File: src/hw/rtl/hsv_to_xterm256_color_unit_macros.svh
// assertion helpers for the hsv to xterm256 color unit
`ifndef HSV_TO_XTERM256_COLOR_UNIT_MACROS_SVH
`define HSV_TO_XTERM256_COLOR_UNIT_MACROS_SVH

// a condition that must hold in the same cycle as its trigger
`define HSVX_ASSERT_SAME(label, clk, rst_n, ante, cons) \
    label: assert property (@(posedge clk) disable iff (!rst_n) (ante) |-> (cons)) \
        else $error("hsvx same-cycle check failed");

// a condition that must hold in the cycle after its trigger
`define HSVX_ASSERT_NEXT(label, clk, rst_n, ante, cons) \
    label: assert property (@(posedge clk) disable iff (!rst_n) (ante) |=> (cons)) \
        else $error("hsvx next-cycle check failed");

`endif

File: src/hw/rtl/hsvx_pkg.sv
`timescale 1ns / 1ps

package hsvx_pkg;

    localparam int NUM_STAGES = 7;

    localparam int HUE_W   = 17;
    localparam int WGT_W   = 9;
    localparam int OFS_W   = 16;
    localparam int K_W     = 11;
    localparam int Q16_W   = 17;
    localparam int W_W     = 14;
    localparam int Y_W     = 20;
    localparam int DIGIT_W = 3;

    localparam logic signed [18:0] HUE_FULL   = 19'sd92160;
    localparam logic [16:0]        HUE_SECTOR = 17'd15360;
    localparam logic [16:0]        HUE_PAIR   = 17'd30720;
    localparam logic [16:0]        HUE_QUAD   = 17'd61440;
    localparam logic [16:0]        SEC_3      = 17'd46080;
    localparam logic [16:0]        SEC_5      = 17'd76800;

    // s and v are 256*k/5 in q1.16, k clamped at the value giving 1.0
    localparam logic [10:0] K_ONE     = 11'd1280;
    localparam logic [10:0] K_S_BASE  = 11'd960;
    localparam logic [10:0] K_V_BASE  = 11'd448;
    localparam logic [8:0]  S_LIM     = 9'd320;
    localparam logic [8:0]  V_LIM     = 9'd277;
    localparam logic [13:0] RECIP5    = 14'd13108;
    // floor(y/15) = y * RECIP15 >> 24, exact for 20-bit y
    localparam logic [20:0] RECIP15   = 21'd1118482;

    localparam logic [2:0] SECT_0 = 3'd0;
    localparam logic [2:0] SECT_1 = 3'd1;
    localparam logic [2:0] SECT_2 = 3'd2;
    localparam logic [2:0] SECT_3 = 3'd3;
    localparam logic [2:0] SECT_4 = 3'd4;
    localparam logic [2:0] SECT_5 = 3'd5;

    typedef struct packed {
        logic [NUM_STAGES-1:0] load;
        logic [NUM_STAGES-1:0] valid;
    } t_pipe_ctl;

    function automatic logic [16:0] q16_from_k(input logic [10:0] k);
        logic [24:0] prod;
        logic [8:0]  quo;
        logic [10:0] rem;
        logic [7:0]  frac;
        prod = k * RECIP5;
        quo  = prod[24:16];
        rem  = k - (11'(quo) * 11'd5);
        case (rem[2:0])
            3'd1:    frac = 8'd51;
            3'd2:    frac = 8'd102;
            3'd3:    frac = 8'd153;
            3'd4:    frac = 8'd204;
            default: frac = 8'd0;
        endcase
        return 17'({quo, 8'h00}) + 17'(frac);
    endfunction

    function automatic logic [2:0] div51(input logic [7:0] val);
        logic [2:0] dig;
        if (val == 8'd255)
            dig = 3'd5;
        else if (val >= 8'd204)
            dig = 3'd4;
        else if (val >= 8'd153)
            dig = 3'd3;
        else if (val >= 8'd102)
            dig = 3'd2;
        else if (val >= 8'd51)
            dig = 3'd1;
        else
            dig = 3'd0;
        return dig;
    endfunction

endpackage

File: src/hw/rtl/hsvx_pipe_ctrl.sv
`timescale 1ns / 1ps

module hsvx_pipe_ctrl (
    input  logic                 i_clk,
    input  logic                 i_rst_n,
    input  logic                 i_in_valid,
    input  logic                 i_out_ready,
    output logic                 o_in_ready,
    output hsvx_pkg::t_pipe_ctl  o_ctl
);

    logic [hsvx_pkg::NUM_STAGES-1:0] r_valid;
    logic [hsvx_pkg::NUM_STAGES-1:0] n_valid;
    logic [hsvx_pkg::NUM_STAGES-1:0] w_ready;

    // a stage takes new data when it is empty or its contents move on
    always_comb begin
        w_ready[hsvx_pkg::NUM_STAGES-1] = !r_valid[hsvx_pkg::NUM_STAGES-1] || i_out_ready;
        for (int k = hsvx_pkg::NUM_STAGES - 2; k >= 0; k--) begin
            w_ready[k] = !r_valid[k] || w_ready[k+1];
        end
        n_valid[0] = w_ready[0] ? i_in_valid : r_valid[0];
        for (int k = 1; k < hsvx_pkg::NUM_STAGES; k++) begin
            n_valid[k] = w_ready[k] ? r_valid[k-1] : r_valid[k];
        end
    end

    always_ff @(posedge i_clk) begin
        if (!i_rst_n) begin
            r_valid <= '0;
        end else begin
            r_valid <= n_valid;
        end
    end

    assign o_in_ready  = w_ready[0];
    assign o_ctl.load  = w_ready;
    assign o_ctl.valid = r_valid;

endmodule

File: src/hw/rtl/hsv_to_xterm256_color_unit.sv
`timescale 1ns / 1ps

// hsv to xterm 256-color converter. each input transfer carries a hue in 1/256 degree,
// a layer weight and an alpha (both q8); the hue offset register is added and the sum is
// wrapped into 0..360 degrees, saturation and value are formed in q1.16, the six-sector
// hsv color is turned into 8-bit rgb and each channel is quantized by 51 to give the
// cube code 16+36r+6g+b. the datapath is a seven-register pipeline: one item is taken
// every cycle unless the input is blocked by a stall, and each result moves through the stages in order.
// a stalled output only blocks the input once every stage holds an item; empty stages
// keep filling meanwhile. write the hue offset only while no item is in flight.

`include "hsv_to_xterm256_color_unit_macros.svh"

module hsv_to_xterm256_color_unit (
    input  logic        i_clk,
    input  logic        i_rst_n,
    input  logic        i_cfg_valid,
    output logic        o_cfg_ready,
    input  logic [15:0] i_cfg_data,      // hue_offset
    input  logic        i_s_axis_tvalid,
    output logic        o_s_axis_tready,
    input  logic [39:0] i_s_axis_tdata,  // hue_in[16:0], layer_weight[25:17], alpha_in[34:26]
    output logic        o_m_axis_tvalid,
    input  logic        i_m_axis_tready,
    output logic [31:0] o_m_axis_tdata   // color_code[7:0], red[15:8], green[23:16], blue[31:24]
);

    hsvx_pkg::t_pipe_ctl w_ctl;

    logic signed [15:0] r_hue_offset;

    logic [16:0] w_hue_in;
    logic [8:0]  w_layer;
    logic [8:0]  w_alpha;

    // stage 1: wrapped hue and the k terms of s and v
    logic signed [18:0] n1_hsum;
    logic [16:0]        n1_h;
    logic [10:0]        n1_ks;
    logic [10:0]        n1_kv;
    logic [16:0]        r1_h;
    logic [10:0]        r1_ks;
    logic [10:0]        r1_kv;

    // stage 2: s, v, sector and triangle weight
    logic [16:0] n2_d;
    logic [16:0] n2_dist;
    logic [2:0]  n2_sector;
    logic [16:0] r2_s;
    logic [16:0] r2_v;
    logic [2:0]  r2_sector;
    logic [13:0] r2_w;

    // stage 3: chroma
    logic [33:0] n3_vs;
    logic [16:0] r3_c;
    logic [16:0] r3_v;
    logic [2:0]  r3_sector;
    logic [13:0] r3_w;

    // stage 4: chroma times weight, and m
    logic [30:0] n4_p;
    logic [19:0] r4_y;
    logic [16:0] r4_c;
    logic [16:0] r4_m;
    logic [2:0]  r4_sector;

    // stage 5: x = c*w/15360
    logic [40:0] n5_prod;
    logic [16:0] r5_x;
    logic [16:0] r5_c;
    logic [16:0] r5_m;
    logic [2:0]  r5_sector;

    // stage 6: channel bytes
    logic [16:0] n6_rq;
    logic [16:0] n6_gq;
    logic [16:0] n6_bq;
    logic [16:0] n6_rs;
    logic [16:0] n6_gs;
    logic [16:0] n6_bs;
    logic [24:0] n6_rp;
    logic [24:0] n6_gp;
    logic [24:0] n6_bp;
    logic [7:0]  r6_red;
    logic [7:0]  r6_green;
    logic [7:0]  r6_blue;

    // stage 7: cube code, output register
    logic [8:0] n7_code;
    logic [7:0] r7_code;
    logic [7:0] r7_red;
    logic [7:0] r7_green;
    logic [7:0] r7_blue;

    hsvx_pipe_ctrl u_ctrl (
        .i_clk       (i_clk),
        .i_rst_n     (i_rst_n),
        .i_in_valid  (i_s_axis_tvalid),
        .i_out_ready (i_m_axis_tready),
        .o_in_ready  (o_s_axis_tready),
        .o_ctl       (w_ctl)
    );

    assign o_cfg_ready = 1'b1;

    always_ff @(posedge i_clk) begin
        if (!i_rst_n) begin
            r_hue_offset <= '0;
        end else if (i_cfg_valid) begin
            r_hue_offset <= $signed(i_cfg_data);
        end
    end

    assign w_hue_in = i_s_axis_tdata[16:0];
    assign w_layer  = i_s_axis_tdata[25:17];
    assign w_alpha  = i_s_axis_tdata[34:26];

    // the sum stays within one turn below zero or above a full turn
    always_comb begin
        n1_hsum = $signed({2'b00, w_hue_in}) + 19'(r_hue_offset);
        if (n1_hsum < 0)
            n1_h = 17'(n1_hsum + hsvx_pkg::HUE_FULL);
        else if (n1_hsum >= hsvx_pkg::HUE_FULL)
            n1_h = 17'(n1_hsum - hsvx_pkg::HUE_FULL);
        else
            n1_h = 17'(n1_hsum);
        n1_ks = (w_layer > hsvx_pkg::S_LIM) ? hsvx_pkg::K_ONE
                                            : hsvx_pkg::K_S_BASE + 11'(w_layer);
        n1_kv = (w_alpha > hsvx_pkg::V_LIM) ? hsvx_pkg::K_ONE
                                            : hsvx_pkg::K_V_BASE + 11'(w_alpha) * 11'd3;
    end

    always_ff @(posedge i_clk) begin
        if (w_ctl.load[0]) begin
            r1_h  <= n1_h;
            r1_ks <= n1_ks;
            r1_kv <= n1_kv;
        end
    end

    always_comb begin
        if (r1_h < hsvx_pkg::HUE_SECTOR)
            n2_sector = hsvx_pkg::SECT_0;
        else if (r1_h < hsvx_pkg::HUE_PAIR)
            n2_sector = hsvx_pkg::SECT_1;
        else if (r1_h < hsvx_pkg::SEC_3)
            n2_sector = hsvx_pkg::SECT_2;
        else if (r1_h < hsvx_pkg::HUE_QUAD)
            n2_sector = hsvx_pkg::SECT_3;
        else if (r1_h < hsvx_pkg::SEC_5)
            n2_sector = hsvx_pkg::SECT_4;
        else
            n2_sector = hsvx_pkg::SECT_5;
        // position inside the current sector pair
        if (r1_h < hsvx_pkg::HUE_PAIR)
            n2_d = r1_h;
        else if (r1_h < hsvx_pkg::HUE_QUAD)
            n2_d = r1_h - hsvx_pkg::HUE_PAIR;
        else
            n2_d = r1_h - hsvx_pkg::HUE_QUAD;
        n2_dist = (n2_d >= hsvx_pkg::HUE_SECTOR) ? n2_d - hsvx_pkg::HUE_SECTOR
                                                 : hsvx_pkg::HUE_SECTOR - n2_d;
    end

    always_ff @(posedge i_clk) begin
        if (w_ctl.load[1]) begin
            r2_s      <= hsvx_pkg::q16_from_k(r1_ks);
            r2_v      <= hsvx_pkg::q16_from_k(r1_kv);
            r2_sector <= n2_sector;
            r2_w      <= 14'(hsvx_pkg::HUE_SECTOR - n2_dist);
        end
    end

    assign n3_vs = r2_v * r2_s;

    always_ff @(posedge i_clk) begin
        if (w_ctl.load[2]) begin
            r3_c      <= n3_vs[32:16];
            r3_v      <= r2_v;
            r3_sector <= r2_sector;
            r3_w      <= r2_w;
        end
    end

    assign n4_p = r3_c * r3_w;

    // divide by 15360 as a shift by 10 here and a divide by 15 in the next stage
    always_ff @(posedge i_clk) begin
        if (w_ctl.load[3]) begin
            r4_y      <= n4_p[29:10];
            r4_c      <= r3_c;
            r4_m      <= r3_v - r3_c;
            r4_sector <= r3_sector;
        end
    end

    assign n5_prod = r4_y * hsvx_pkg::RECIP15;

    always_ff @(posedge i_clk) begin
        if (w_ctl.load[4]) begin
            r5_x      <= n5_prod[40:24];
            r5_c      <= r4_c;
            r5_m      <= r4_m;
            r5_sector <= r4_sector;
        end
    end

    always_comb begin
        case (r5_sector)
            hsvx_pkg::SECT_0: begin
                n6_rq = r5_c;  n6_gq = r5_x;  n6_bq = '0;
            end
            hsvx_pkg::SECT_1: begin
                n6_rq = r5_x;  n6_gq = r5_c;  n6_bq = '0;
            end
            hsvx_pkg::SECT_2: begin
                n6_rq = '0;    n6_gq = r5_c;  n6_bq = r5_x;
            end
            hsvx_pkg::SECT_3: begin
                n6_rq = '0;    n6_gq = r5_x;  n6_bq = r5_c;
            end
            hsvx_pkg::SECT_4: begin
                n6_rq = r5_x;  n6_gq = '0;    n6_bq = r5_c;
            end
            default: begin
                n6_rq = r5_c;  n6_gq = '0;    n6_bq = r5_x;
            end
        endcase
        n6_rs = n6_rq + r5_m;
        n6_gs = n6_gq + r5_m;
        n6_bs = n6_bq + r5_m;
        // times 255 as times 256 minus one
        n6_rp = {n6_rs, 8'h00} - 25'(n6_rs);
        n6_gp = {n6_gs, 8'h00} - 25'(n6_gs);
        n6_bp = {n6_bs, 8'h00} - 25'(n6_bs);
    end

    always_ff @(posedge i_clk) begin
        if (w_ctl.load[5]) begin
            r6_red   <= n6_rp[23:16];
            r6_green <= n6_gp[23:16];
            r6_blue  <= n6_bp[23:16];
        end
    end

    assign n7_code = 9'd16 + 9'd36 * 9'(hsvx_pkg::div51(r6_red))
                   + 9'd6 * 9'(hsvx_pkg::div51(r6_green)) + 9'(hsvx_pkg::div51(r6_blue));

    always_ff @(posedge i_clk) begin
        if (w_ctl.load[6]) begin
            r7_code  <= n7_code[7:0];
            r7_red   <= r6_red;
            r7_green <= r6_green;
            r7_blue  <= r6_blue;
        end
    end

    assign o_m_axis_tvalid = w_ctl.valid[hsvx_pkg::NUM_STAGES-1];
    assign o_m_axis_tdata  = {r7_blue, r7_green, r7_red, r7_code};

    `HSVX_ASSERT_NEXT(a_accept_fills_stage1, i_clk, i_rst_n,
        i_s_axis_tvalid && o_s_axis_tready, w_ctl.valid[0])
    `HSVX_ASSERT_SAME(a_full_stall_blocks_input, i_clk, i_rst_n,
        (&w_ctl.valid) && !i_m_axis_tready, !o_s_axis_tready)
    `HSVX_ASSERT_SAME(a_code_in_cube, i_clk, i_rst_n,
        o_m_axis_tvalid, (r7_code >= 8'd16) && (r7_code <= 8'd231))
    `HSVX_ASSERT_SAME(a_chroma_within_value, i_clk, i_rst_n,
        w_ctl.valid[2], r3_c <= r3_v)

endmodule

File: config.mk
export PLATFORM = sky130hd
export DESIGN_NAME = hsv_to_xterm256_color_unit
export DESIGN_NICKNAME = d
export VERILOG_FILES = /design/src/hw/rtl/hsvx_pkg.sv /design/src/hw/rtl/hsvx_pipe_ctrl.sv /design/src/hw/rtl/hsv_to_xterm256_color_unit.sv
export VERILOG_INCLUDE_DIRS = /design/src /design/src/hw/rtl
export SDC_FILE = /design/constraint.sdc
export NUM_CORES = 2
export LEC_CHECK = 0
export BUFFER_PORTS_ARGS = -buffer_cell sky130_fd_sc_hd__buf_2
export CORE_MARGIN = 4
export CORE_UTILIZATION = 40
export DETAILED_ROUTE_END_ITERATION = 7
export MAX_ROUTING_LAYER = met4
export PLACE_DENSITY = 0.64
export SETUP_SLACK_MARGIN = 0.05
export SKIP_CTS_REPAIR_TIMING = 1
export SLEW_MARGIN = 20
export SYNTH_ARGS = -nofsm -noshare
export SYNTH_HDL_FRONTEND = slang
export SYNTH_SLANG_ARGS = --single-unit
File: constraint.sdc
create_clock -name i_clk -period 12.7 [get_ports i_clk]
set_input_delay 2.54 -clock i_clk [delete_from_list [all_inputs] [get_ports i_clk]]
set_output_delay 2.54 -clock i_clk [all_outputs]
set_load 0.05 [all_outputs]
## After elaboration in Yosys (flattened, before gate mapping)

Cells that the tools add are included.
Widths: inputs -> output; s select.

| cells by class | value |
|---|---|
| equality and inequality tests | 15 |
| $lt $le $gt $ge | 22 |
| $add $sub $neg | 24 |
| $mul | 10 |
| muxes and demuxes | 31 |
| reductions and logical operators | 23 |

Operator list:

| operator | count |
|---|---|
| $pmux 17 s2 | 3 |
| $sub 24x17->24 | 3 |
| $mux 17 | 4 |
| $pmux 8 s4 | 2 |
| $add 17x17->17 | 3 |
| $ge 8x8->1 const B | 6 |
| $mul 11x12->23 const B | 2 |
| $mul 20x20->40 const B | 1 |
| $add 17x8->17 | 2 |
| $lt 17x16->1 const B | 2 |
| $mul 17x17->33 | 1 |
| $mul 17x14->30 | 1 |
| $sub 14x14->14 const A | 2 |
| $eq 8x8->1 const B | 3 |
| $ge 8x6->1 const B | 3 |
| $ge 8x7->1 const B | 3 |
| $add 18x16->19 | 1 |
| $ge 19x18->1 const B | 1 |
| $lt 19x1->1 const B | 1 |
| $eq 3x2->1 const B | 6 |
| $gt 9x9->1 const B | 2 |
| $mul 9x3->3 const B | 2 |
| $mux 3 | 6 |
| $add 17x17->17 const B | 1 |
| other kinds (29) | 64 |

| storage, ports and cells | value |
|---|---|
| bits in registers | 331 |
| logic and storage cells | 161 |
| output and inout bits | 35 |
| input port bits | 61 |

## Logic depth before layout (Yosys ltp)

| depth | value |
|---|---|
| depth after elaboration | 10 |
| mapped depth | 28 |
| depth with buffers taken out | 25 |

## Hierarchy

From an unflattened synthesis, not the netlist that was laid out.

| second synthesis, totals | value |
|---|---|
| cell total of the unflattened synthesis | 4,276 |
| area, all modules | 41,797.6 um2 |

By module, submodules not included:

| module | area an instance (um2) | instances | sequential area each (um2) | cells each |
|---|---|---|---|---|
| hsv_to_xterm256_color_unit | 41,501.1 | 1 | 9,208.8 | 4,244 |
| hsvx_pipe_ctrl | 296.5 | 1 | 140.1 | 32 |

## Least setup slack after synthesis

Ideal clock, no wire load.

| timing | value |
|---|---|
| kind | in2out |
| from | input i_m_axis_tready |
| to | output o_s_axis_tready |
| arrival time | 4,359 ps |
| buffers on the path | 0 |
| data required time | 10,160 ps |
| cell stages on the path | 5 |
| setup slack | 5,801 ps |
| path through | nor2b_1 > and3_1 > and2_1 > and3_1 > nand2_1 |

| on the way | value |
|---|---|
| word-level cells in the longest chain between the ends | 7 |

RTL lines:

| item | line | text |
|---|---|---|
| from (decl) | hsv_to_xterm256_color_unit.sv:24 | `input logic i_m_axis_tready,` |
| $logic_or 1x1->1 | hsvx_pipe_ctrl.sv:18 | `w_ready[hsvx_pkg::NUM_STAGES-1] = !r_valid[hsvx_pkg::NUM_STAGES-1] \|\| i_out_ready;` |
| $logic_or 1x1->1 (6 in series) | hsvx_pipe_ctrl.sv:20 | `w_ready[k] = !r_valid[k] \|\| w_ready[k+1];` |
| to (decl) | hsv_to_xterm256_color_unit.sv:21 | `output logic o_s_axis_tready,` |

No other way between the ends.

## Final worst setup path

| timing | value |
|---|---|
| from | register r2_v[6] |
| to | register r3_c[16] (data pin) |

| on the way | value |
|---|---|
| word-level cells in the longest chain between the ends | 1 |

RTL lines:

| item | line | text |
|---|---|---|
| from (decl) | hsv_to_xterm256_color_unit.sv:50 | `logic [16:0] r2_v;` |
| from (signal assigned) | hsv_to_xterm256_color_unit.sv:169 | `r2_v <= hsvx_pkg::q16_from_k(r1_kv);` |
| $mul 17x17->33 | hsv_to_xterm256_color_unit.sv:175 | `assign n3_vs = r2_v * r2_s;` |
| via n3_vs[32] | hsv_to_xterm256_color_unit.sv:55 | `logic [33:0] n3_vs;` |
| to (signal assigned) | hsv_to_xterm256_color_unit.sv:179 | `r3_c <= n3_vs[32:16];` |
| to (decl) | hsv_to_xterm256_color_unit.sv:56 | `logic [16:0] r3_c;` |

The timed path passes the listed nets, and every way through them passes these cells.
A chain may end at the register's enable or synchronous reset.

==> flow_metrics.tcl <==
set metrics [dict create \
    fin_setup_tns_ns 0 \
    critical-path-top-cell-by-count "fa_1" \
    fp.dieH_um 328 \
    clock_path_buffers 3 \
    synth.most_common_cell "inv_1" \
    row_count 117 \
    timing_worst_setup_path_type "reg2reg" \
    cts_root_buffer "clkbuf_16" \
    setup_violating_endpoint_count_in_the_final_report 0 \
    max_clock_skew_ns 0.0435 \
    achievable-frequency_mhz 131 \
    drt-wirelength-per-cell_um 15.1 \
    syn_to_final_growth_pct 7.82 \
    grt_max_degree 58 \
    synth-seq-cells 319 \
    clock_pin_transition_on_the_worst_setup_and_hold_timing_paths_ns 0.06 \
    cts_tree "yes" \
    synthTopCellsByCount "875 x inv_1, 614 x ha_1, 494 x fa_1" \
    grt.total_usage 0.164 \
    synthesis.instances 4103 \
    timing.critical_path.arrival_ns 7.93 \
    synth_area_leaders "fa_1 24%, edfxtp_1 22%, ha_1 19%" \
    design.final.nets 5330 \
    global_route_wire_length_before_repair_um 141000 \
    edff_count_synth 296 \
    portBuffers 89 \
    timing.final.crit_period_ns 7.61 \
    synth_nets 5272 \
    outcome "completed" \
    synthArstFlopShare 0 \
    synth-seq-area-share 0.228 \
    drv_slew 0 \
    yosysWarningCount 0 \
    post-route-drc-count 0 \
    cts-buffers-inserted 37 \
    routed_via_density 4.97 \
    finalHoldViolCount 0 \
    clk_latency_ns 0.59 \
    hpwl_detailed_um 68700 \
    synth_top_family_by_area "adder cells" \
    min_period_over_period 0.599 \
    synth_simple_gate_area_share 0.114 \
    worstPathCellList "nand2_1 > fa_1 > inv_1 > fa_1 > inv_1 > fa_1 > inv_1 > ha_1 > fa_1 > fa_1 > ha_1 > a211o_1 > a2111oi_0 > o21ai_0 > a221oi_1 > o31ai_1 > a211oi_2 > o21bai_1 > a21o_1 > a21oi_1 > xnor2_1" \
    critical-path-slowest-cell "edfxtp_1" \
    grt_remaining_overflow 0 \
    htreeDepth 2 \
    placement.setup.worst_slack_ns 4.99 \
    synth_mux_area_frac 0.00594 \
    cap_violations 0 \
    sum_of_routed_wire_length_over_all_layers_um 84000 \
    gp_routability_congestion 0.917 \
    drt_iter0_drc 1361 \
    grt_pass1_vias 28300 \
    setup_repair_after_global_routing_missed_its_margin "false" \
    drtAntennaViolNets 0 \
    top_level_ports 96 \
    ys_dominant_reg_cell "edfxtp_1" \
    final-instance-count-excl-fill 5558 \
    initial_standard_cell_utilization_of_the_core 0.403 \
    die_w_um 328 \
    yosysTopAreaCell "fa_1" \
    area_fraction_in_compound_gates_after_synthesis 0.0937 \
    route.vias.total 27600 \
    syn-cell-area_um2 41100 \
    max-slew-margin-rel 0.296 \
    synthDistinctLibCells 90 \
    post_synth_xor_area_fraction 0.0426 \
    grt_antenna_before_repair 1 \
    synth_area_per_inst_um2 10.0 \
    numPlacedInstances 5490 \
    layout.core_utilization 0.435 \
    timing.critical_path.slowest_cell_delay_ns 0.75 \
    post-route-worst-setup-slack_ns 5.09 \
    cp-end-kind "flop" \
    required_ns 13.02 \
    maximum_fanout_count_along_the_critical_path 14 \
    placeableCoreArea_um2 102000 \
    synthAdderAreaFrac 0.428 \
    final_layout_size_suffix_gt1_frac 0.0513 \
    clk_sinks 319 \
    worst_setup_path_start_kind "flop" \
    worst-slew-pin-transition_ns 1.06 \
    die_area_um2 108000 \
    netlist.area_leader.share 0.241 \
    1st_pass_router_iterations 5 \
    hold_class "reg2reg" \
]
-- layout make-up --
class / count / area, µm²
clock inverters: 28 / 343
well taps: 1368 / 1710
fillers: 9906 / 57600
inverters: 875 / 3280
diodes: 1 / 2.50
multi-input cells: 2823 / 28100
flip-flops and latches: 319 / 9350
clock buffers: 39 / 933
repair buffers: 105 / 566
-- per-layer routing --
metal  part of all wire  vias to the layer above  track usage
li1                   -                    13600            -
met2               0.48                      456        0.276
met3              0.042                      108       0.0223
met4              0.023                        0       0.0400
met5                  0                        -            -
met1               0.45                    13500        0.211
-- critical path, delay by kind of cell (launching register included) --
kind,cells,cell delay (ns)
AND/OR/NAND/NOR,1,0.27
buffers and inverters,3,0.17
adder cells (fa/ha/maj),7,3.28
flip-flops,1,0.75
AO/OA/AOI/OAI,9,2.81
XOR/XNOR,1,0.08
-- registers in the layout, indices dropped and copies added (netlist names), 16 cells and up --
signal,flops
r3_c,17
r5_x,17
r5_m,17
r4_m,17
r5_c,17
r_hue_offset,16
r4_y,20
r4_c,17
r1_h,17
-- cell usage in the layout (no fill, tap or decap), types with 23 or more instances in the layout --
cell type and instances:
a211oi_1 23, a21o_1 62, a21oi_1 129, a22o_1 51, and2_1 177, buf_2 89
clkbuf_16 37, dfxtp_1 23, edfxtp_1 296, fa_1 494, ha_1 614, inv_1 872
nand2_1 343, nand2b_1 27, nand3_1 44, nand4_1 23, nor2_1 139, nor2b_1 47
nor3_1 47, o21a_1 31, o21ai_0 77, xnor2_1 133, xor2_1 65
-- cells by family after synthesis --
kind of cell	Yosys count
XOR/XNOR	199
flip-flops	319
AO/OA/AOI/OAI	546
other	1
adder cells (fa/ha/maj)	1108
buffers and inverters	961
multiplexers	24
AND/OR/NAND/NOR	945
-- metrics by stage --
step           instance area, µm²  hold WS [ns]
2_1_floorplan               41100         0.400
3_3_place_gp                43000         0.401
3_5_place_dp                43000         0.405
4_1_cts                     44300         0.415
5_1_grt                     44300         0.421
6_report                    44300         0.417
-- worst paths after layout --
check | start | to | slack [ns] | cells past startpoint
setup / recovery | r2_v[6] | r3_c[16] | 5.09 | 21
hold / removal | r4_m[2] | r5_m[2] | 0.42 | 0
setup reg to reg | r2_v[6] | r3_c[16] | 5.09 | 21
hold reg to reg | r4_m[2] | r5_m[2] | 0.42 | 0
Power is not shown: default switching activity piles up to over one toggle a cycle in this logic, so the estimate is an artifact.
